<file path="src/cqmva_pkg.sv">
// Shared types and constants for the complex Q8.8 matrix-vector accumulator.
package cqmva_pkg;

  // Configuration port
  localparam int CFG_IDX_W  = 2;
  localparam int CFG_DATA_W = 13;

  localparam logic [CFG_IDX_W-1:0] REG_ROW_COUNT    = 2'd0;
  localparam logic [CFG_IDX_W-1:0] REG_COLUMN_COUNT = 2'd1;

  localparam int ROW_COUNT_W = 9;
  localparam int COL_COUNT_W = 13;

  localparam logic [ROW_COUNT_W-1:0] ROW_COUNT_RESET = 9'd16;
  localparam logic [COL_COUNT_W-1:0] COL_COUNT_RESET = 13'd64;

  typedef struct packed {
    logic signed [15:0] mat_real;
    logic signed [15:0] mat_imag;
    logic signed [15:0] vec_real;
    logic signed [15:0] vec_imag;
  } in_word_t;

  typedef struct packed {
    logic        [7:0]  row_index;
    logic signed [15:0] res_real;
    logic signed [15:0] res_imag;
    logic               last;
  } out_word_t;

  // Position flags that travel with each word down the pipeline.
  typedef struct packed {
    logic first_col;
    logic last_col;
    logic last_row;
  } item_flags_t;

endpackage

</file>
<file path="src/cqmva_ctrl.sv">
// Configuration registers and row/column position counters.
module cqmva_ctrl
  import cqmva_pkg::*;
#(
  parameter int MAX_ROWS = 256,
  parameter int MAX_COLS = 4096
) (
  input  logic                        clk,
  input  logic                        rst_n,
  input  logic                        cfg_we,
  input  logic [CFG_IDX_W-1:0]        cfg_index,
  input  logic [CFG_DATA_W-1:0]       cfg_data,
  input  logic                        step,
  output logic [$clog2(MAX_ROWS)-1:0] row,
  output item_flags_t                 flags
);

  localparam int ROW_W  = $clog2(MAX_ROWS);
  localparam int ROWS_W = ROW_W + 1;
  localparam int COL_W  = $clog2(MAX_COLS);
  localparam int COLS_W = COL_W + 1;

  logic [ROW_COUNT_W-1:0] row_count_r, row_count_nxt;
  logic [COL_COUNT_W-1:0] col_count_r, col_count_nxt;
  logic [ROW_W-1:0]       row_pos_r, row_pos_nxt;
  logic [COL_W-1:0]       col_pos_r, col_pos_nxt;
  logic [ROWS_W-1:0]      eff_rows;
  logic [COLS_W-1:0]      eff_cols;

  // A zero count behaves as one, and a count beyond the storage is clamped.
  always_comb begin
    if (row_count_r == '0) begin
      eff_rows = ROWS_W'(1);
    end else if (32'(row_count_r) > 32'(MAX_ROWS)) begin
      eff_rows = ROWS_W'(MAX_ROWS);
    end else begin
      eff_rows = ROWS_W'(row_count_r);
    end
    if (col_count_r == '0) begin
      eff_cols = COLS_W'(1);
    end else if (32'(col_count_r) > 32'(MAX_COLS)) begin
      eff_cols = COLS_W'(MAX_COLS);
    end else begin
      eff_cols = COLS_W'(col_count_r);
    end
  end

  assign row             = row_pos_r;
  assign flags.first_col = (col_pos_r == '0);
  assign flags.last_col  = (({1'b0, col_pos_r} + COLS_W'(1)) == eff_cols);
  assign flags.last_row  = (({1'b0, row_pos_r} + ROWS_W'(1)) == eff_rows);

  always_comb begin
    row_count_nxt = row_count_r;
    col_count_nxt = col_count_r;
    row_pos_nxt   = row_pos_r;
    col_pos_nxt   = col_pos_r;
    if (cfg_we) begin
      // Any recognized register write restarts the frame.
      case (cfg_index)
        REG_ROW_COUNT: begin
          row_count_nxt = cfg_data[ROW_COUNT_W-1:0];
          row_pos_nxt   = '0;
          col_pos_nxt   = '0;
        end
        REG_COLUMN_COUNT: begin
          col_count_nxt = cfg_data[COL_COUNT_W-1:0];
          row_pos_nxt   = '0;
          col_pos_nxt   = '0;
        end
        default: begin
        end
      endcase
    end else if (step) begin
      if (flags.last_row) begin
        row_pos_nxt = '0;
        col_pos_nxt = flags.last_col ? '0 : col_pos_r + COL_W'(1);
      end else begin
        row_pos_nxt = row_pos_r + ROW_W'(1);
      end
    end
  end

  always_ff @(posedge clk) begin
    if (!rst_n) begin
      row_count_r <= ROW_COUNT_RESET;
      col_count_r <= COL_COUNT_RESET;
      row_pos_r   <= '0;
      col_pos_r   <= '0;
    end else begin
      row_count_r <= row_count_nxt;
      col_count_r <= col_count_nxt;
      row_pos_r   <= row_pos_nxt;
      col_pos_r   <= col_pos_nxt;
    end
  end

endmodule

</file>
<file path="config.mk">
export PLATFORM = sky130hd
export DESIGN_NAME = cqmva_ctrl
export DESIGN_NICKNAME = d
export VERILOG_FILES = /design/src/cqmva_pkg.sv /design/src/cqmva_ctrl.sv
export SDC_FILE = /design/constraint.sdc
export NUM_CORES = 1
export LEC_CHECK = 0
export BUFFER_PORTS_ARGS = -buffer_cell sky130_fd_sc_hd__buf_2
export CAP_MARGIN = 20
export CORE_MARGIN = 10
export CORE_UTILIZATION = 40
export CTS_BUF_LIST = sky130_fd_sc_hd__clkbuf_8
export CTS_CLUSTER_DIAMETER = 30
export CTS_CLUSTER_SIZE = 28
export DETAILED_ROUTE_END_ITERATION = 8
export PLACE_DENSITY = 0.66
export SLEW_MARGIN = 20
export SYNTH_ARGS = -nofsm -noshare
export SYNTH_HDL_FRONTEND = slang
export SYNTH_SLANG_ARGS = --single-unit
export TNS_END_PERCENT = 100
</file>
<file path="constraint.sdc">
create_clock -name clk -period 4.4 [get_ports clk]
set_input_delay 0.88 -clock clk [delete_from_list [all_inputs] [get_ports clk]]
set_output_delay 0.88 -clock clk [all_outputs]
set_load 0.02 [all_outputs]
</file>
# Yosys cells after proc, flatten, opt, wreduce, memory -nomap -nowiden
# Cells that the tools add are included.
[op_classes]
eq_ne = 4
n_lt_le_gt_ge = 2
n_reduce_logical = 11
addsub = 4
n_mux = 13
[op_table]
columns = ["operator", "n"]
rows = [
  ["2-to-1 mux 12 bit", 5],
  ["2-to-1 mux 8 bit", 4],
  ["2-to-1 mux 13 bit", 2],
  ["2-to-1 mux 9 bit", 2],
  ["adder 12 x 1 -> 13 bit (second input constant)", 1],
  ["equality test 13 bit", 1],
  ["greater-than comparator 13 bit (second input constant)", 1],
  ["zero test 13 bit", 1],
  ["adder 12 x 1 -> 12 bit (second input constant)", 1],
  ["zero test 12 bit", 1],
  ["adder 8 x 1 -> 9 bit (second input constant)", 1],
  ["equality test 9 bit", 1],
  ["greater-than comparator 9 bit (second input constant)", 1],
  ["zero test 9 bit", 1],
  ["adder 8 x 1 -> 8 bit (second input constant)", 1],
  ["AND reduction 2 bit", 3],
  ["nonzero test 2 bit", 2],
  ["AND reduction 3 bit", 1],
  ["equality test 2 x 1 -> 1 bit (second input constant)", 1],
  ["zero test 2 bit", 1],
  ["inequality test 2 bit (second input constant)", 1],
  ["OR reduction 2 bit", 1],
]
[totals]
regBits = 42
output_inout_bits = 11
inputBits = 19

# Longest topological paths before layout
[logic_depth]
depth_word = 8
ltp_mapped = 11
depth_no_buf = 10

# Least setup slack after synthesis
# Ideal clock, no wire load.
[synth_timing]
path_kind = "reg-to-output"
startpoint = "register col_pos_r[0]"
endpoint = "output flags[1] (netlist bit)"
setup_slack_ps = 1269
stages_incl_launch_ff = 9
n_path_buf = 0
arrival_ps = 2251
cell_sequence = "dfxtp_1 inv_1 ha_1 and3b_1 a2bb2oi_1 o22ai_1 a2111oi_0 nand4_1 nor3_1"
[synth_lines]
columns = ["item", "line", "rtl"]
rows = [
  ["from (decl)", "cqmva_ctrl.sv:26", "logic [COL_W-1:0] col_pos_r, col_pos_nxt;"],
  ["from (signal assigned)", "cqmva_ctrl.sv:94", "col_pos_r <= col_pos_nxt;"],
  ["to (decl)", "cqmva_ctrl.sv:15", "output item_flags_t flags"],
]

==> results.ini <==
[route]
dr.pass1.iters=4
wl_per_cell_um=15.5
ant_nets=0
via_per_inst=5.65
vias=2737
route.detailed.drc=0
drtIter0Drc=175
drt_wl_total_um=7490

[synthesis]
yosys.area.top_type_share_pct=29.1
synth_ff_type=dfxtp_1
ys_warn_count=0
ys_top_cells_by_count=nand2_1 (51), dfxtp_1 (42), nor2_1 (36), a21oi_1 (28), nand3_1 (28)
synthesis.area_sq_um=2890
synth.area.top_cells=dfxtp_1 (29%), nand2_1 (6.6%), a21oi_1 (4.8%), nand3_1 (4.8%), nor2_1 (4.7%)
synth.most_common_cell=nand2_1
yosysUniqueCellTypes=69
avgSynthCellArea_sq_um=7.69
ys_seq_area_share_pct=29.1
synthCells=376
ys_async_sr_fraction_pct=0
synth-edff-count=0
syn_nets=398
synth_largest_area_cell=dfxtp_1
synth_seq_cells=42

[floorplanning]
start_util_pct=41.9
num_io_pins=30
dieWidth_um=105
num_rows=30
die_h_um=105
dieArea_sq_um=11000
coreArea_sq_um=6910

[global_routing]
grt_max_degree=26
grt_overflow=0
grt_usage_pct=13.3
antenna_found_initial=0
grt_pass1_wl_um=12500
grt_pass1_vias=2462

[final_layout]
drive_gt1_share_pct=14.9
nets=409
area_growth_pct=6.83
finalNonFillerCells=484
fill_cells=748
diodes=0

[cts]
numCtsBuffers=5
cts_hold_buf=0
post_cts_buffers=0
ctsRootBufferMaster=clkbuf_8
cts_sinks=42
cts_resized=0
clock_latency_ps=310
cts.htree.levels=2
clkSlewWorstSetupHoldPaths_ps=100
tritoncts=yes
ctsLongestPathBuffers=2

[placement]
dp_hpwl_um=5630
pre_cts_slack_ps=1190
port_buffers=29
placedCellCount=476
gp_congestion=0.951

[sta]
grt_setup_unrepaired=false
timing.hold.ws_ps=484
min_period_ps=3560
fin_worst_skew_ps=15.0
hold_viol=0
max_freq_mhz=281
final_max_slew_viol_count=0
relSlewSlack_pct=36.8
tns_ps=0
tightest_slew_ps=945
fin_ws_ps=840
setup_viol_count_final=0
period_share_pct=80.9

[min_path]
hold_depth=2
hp-class=reg2reg

[worst_setup_path]
r2r_cells=9
cp_max_fo=7
cp-start-kind=flop
critPathCaptureType=primary output
arrival_ps=2680
cp_data_required_time_ps=3520
crit_type=reg2out

[outcome]
status=completed

[job]
drv_cap=0

[power_and_ir_drop]
irDropWorstVdd_mv=0.182
leakage_uw=0.00110
clock_power_share_pct=36.0
p_per_area_nw_per_um2=251
p_comb_share_pct=12.4
p_sw_uw=231
switching_share_pct=29.8
intPower_uw=544
seqPwrFrac_pct=51.6

[cells in the final DEF, fill, tap and decap left out, types with 8 or more instances in the layout]
cell type  count
nand3_1       28
dfxtp_1       42
a21oi_1       28
nand2_1       51
nand4_1       11
o21ai_0        9
xnor2_1       11
mux2i_1        9
nor2b_1        8
buf_2         29
a31oi_1       11
nor2_1        36
inv_1         10
[state kept, by name (all words and copies together) (netlist names)]
register	flops
col_pos_r	12
row_count_r	9
col_count_r	13
row	8
[area by class of cell]
cell class | count | area [sq um] | share of cell area [%]
inverter | 11 | 41.3 | 1.34
tap | 96 | 120 | 3.89
clock buffer | 5 | 68.8 | 2.23
multi-input combinational | 297 | 1840 | 59.5
clock inverter | 3 | 27.5 | 0.891
timing repair buffer | 30 | 153 | 4.94
sequential | 42 | 841 | 27.2
[layer usage]
metal | vias to the layer above | wire length [um] | GRT usage [%]
met5 | - | 0 | 0
met4 | 0 | 87 | 3.43
met3 | 8 | 344 | 3.26
met2 | 69 | 3540 | 20.8
met1 | 1277 | 3520 | 17.8
li1 | 1383 | - | -
[worst paths after layout]
kind                    end  slack [ps]           start
max                flags[1]         840    col_pos_r[0]
min          col_count_r[0]         480  col_count_r[0]
max reg2reg    col_pos_r[6]        1500          row[0]
min reg2reg  col_count_r[0]         480  col_count_r[0]
[worst max-delay path: stages, from the launching register on]
cell and delay (ps):
dfxtp_1 460, inv_1 120, ha_1 340, and3b_1 160, a2bb2oi_1 150, o22ai_1 100
a2111oi_0 410, nand4_1 210, nor3_1 230, buf_2 200
[power by group through the flow]
| stage | registers [uW] | clock network (uW) | logic, uW |
|---|---|---|---|
| 6_report | 400 | 279 | 96.1 |
| 5_1_grt | 402 | 301 | 108 |
| 4_1_cts | 399 | 285 | 96.1 |
| 3_3_place_gp | 408 | 0 | 93.8 |
| 3_5_place_dp | 408 | 0 | 95.9 |
| 2_1_floorplan | 405 | 0 | 72.2 |
[stage by stage]
| stage | instance area [sq um] | total power (uW) | utilization (%) |
|---|---|---|---|
| finish | 3090 | 775 | 44.7 |
| global route | 3090 | 810 | 44.7 |
| CTS | 3090 | 781 | 44.7 |
| detailed placement | 2990 | 504 | 43.4 |
| global placement | 2990 | 502 | 43.4 |
| floorplan | 2890 | 477 | - |
[cells by family (layout without fill, tap and decap cells)]
family                   after synthesis  after routing  synth area share (%)
adder cells (fa/ha/maj)                3              3                  1.30
AND/OR/NAND/NOR                      187            187                  34.6
AO/OA/AOI/OAI                         79             79                  18.7
XOR/XNOR                              17             17                  5.15
multiplexers                          11             11                  3.89
buffers and inverters                 37             49                  7.35
flip-flops                            42             42                  29.1
Note: power is estimated with default switching activity, not from simulation.
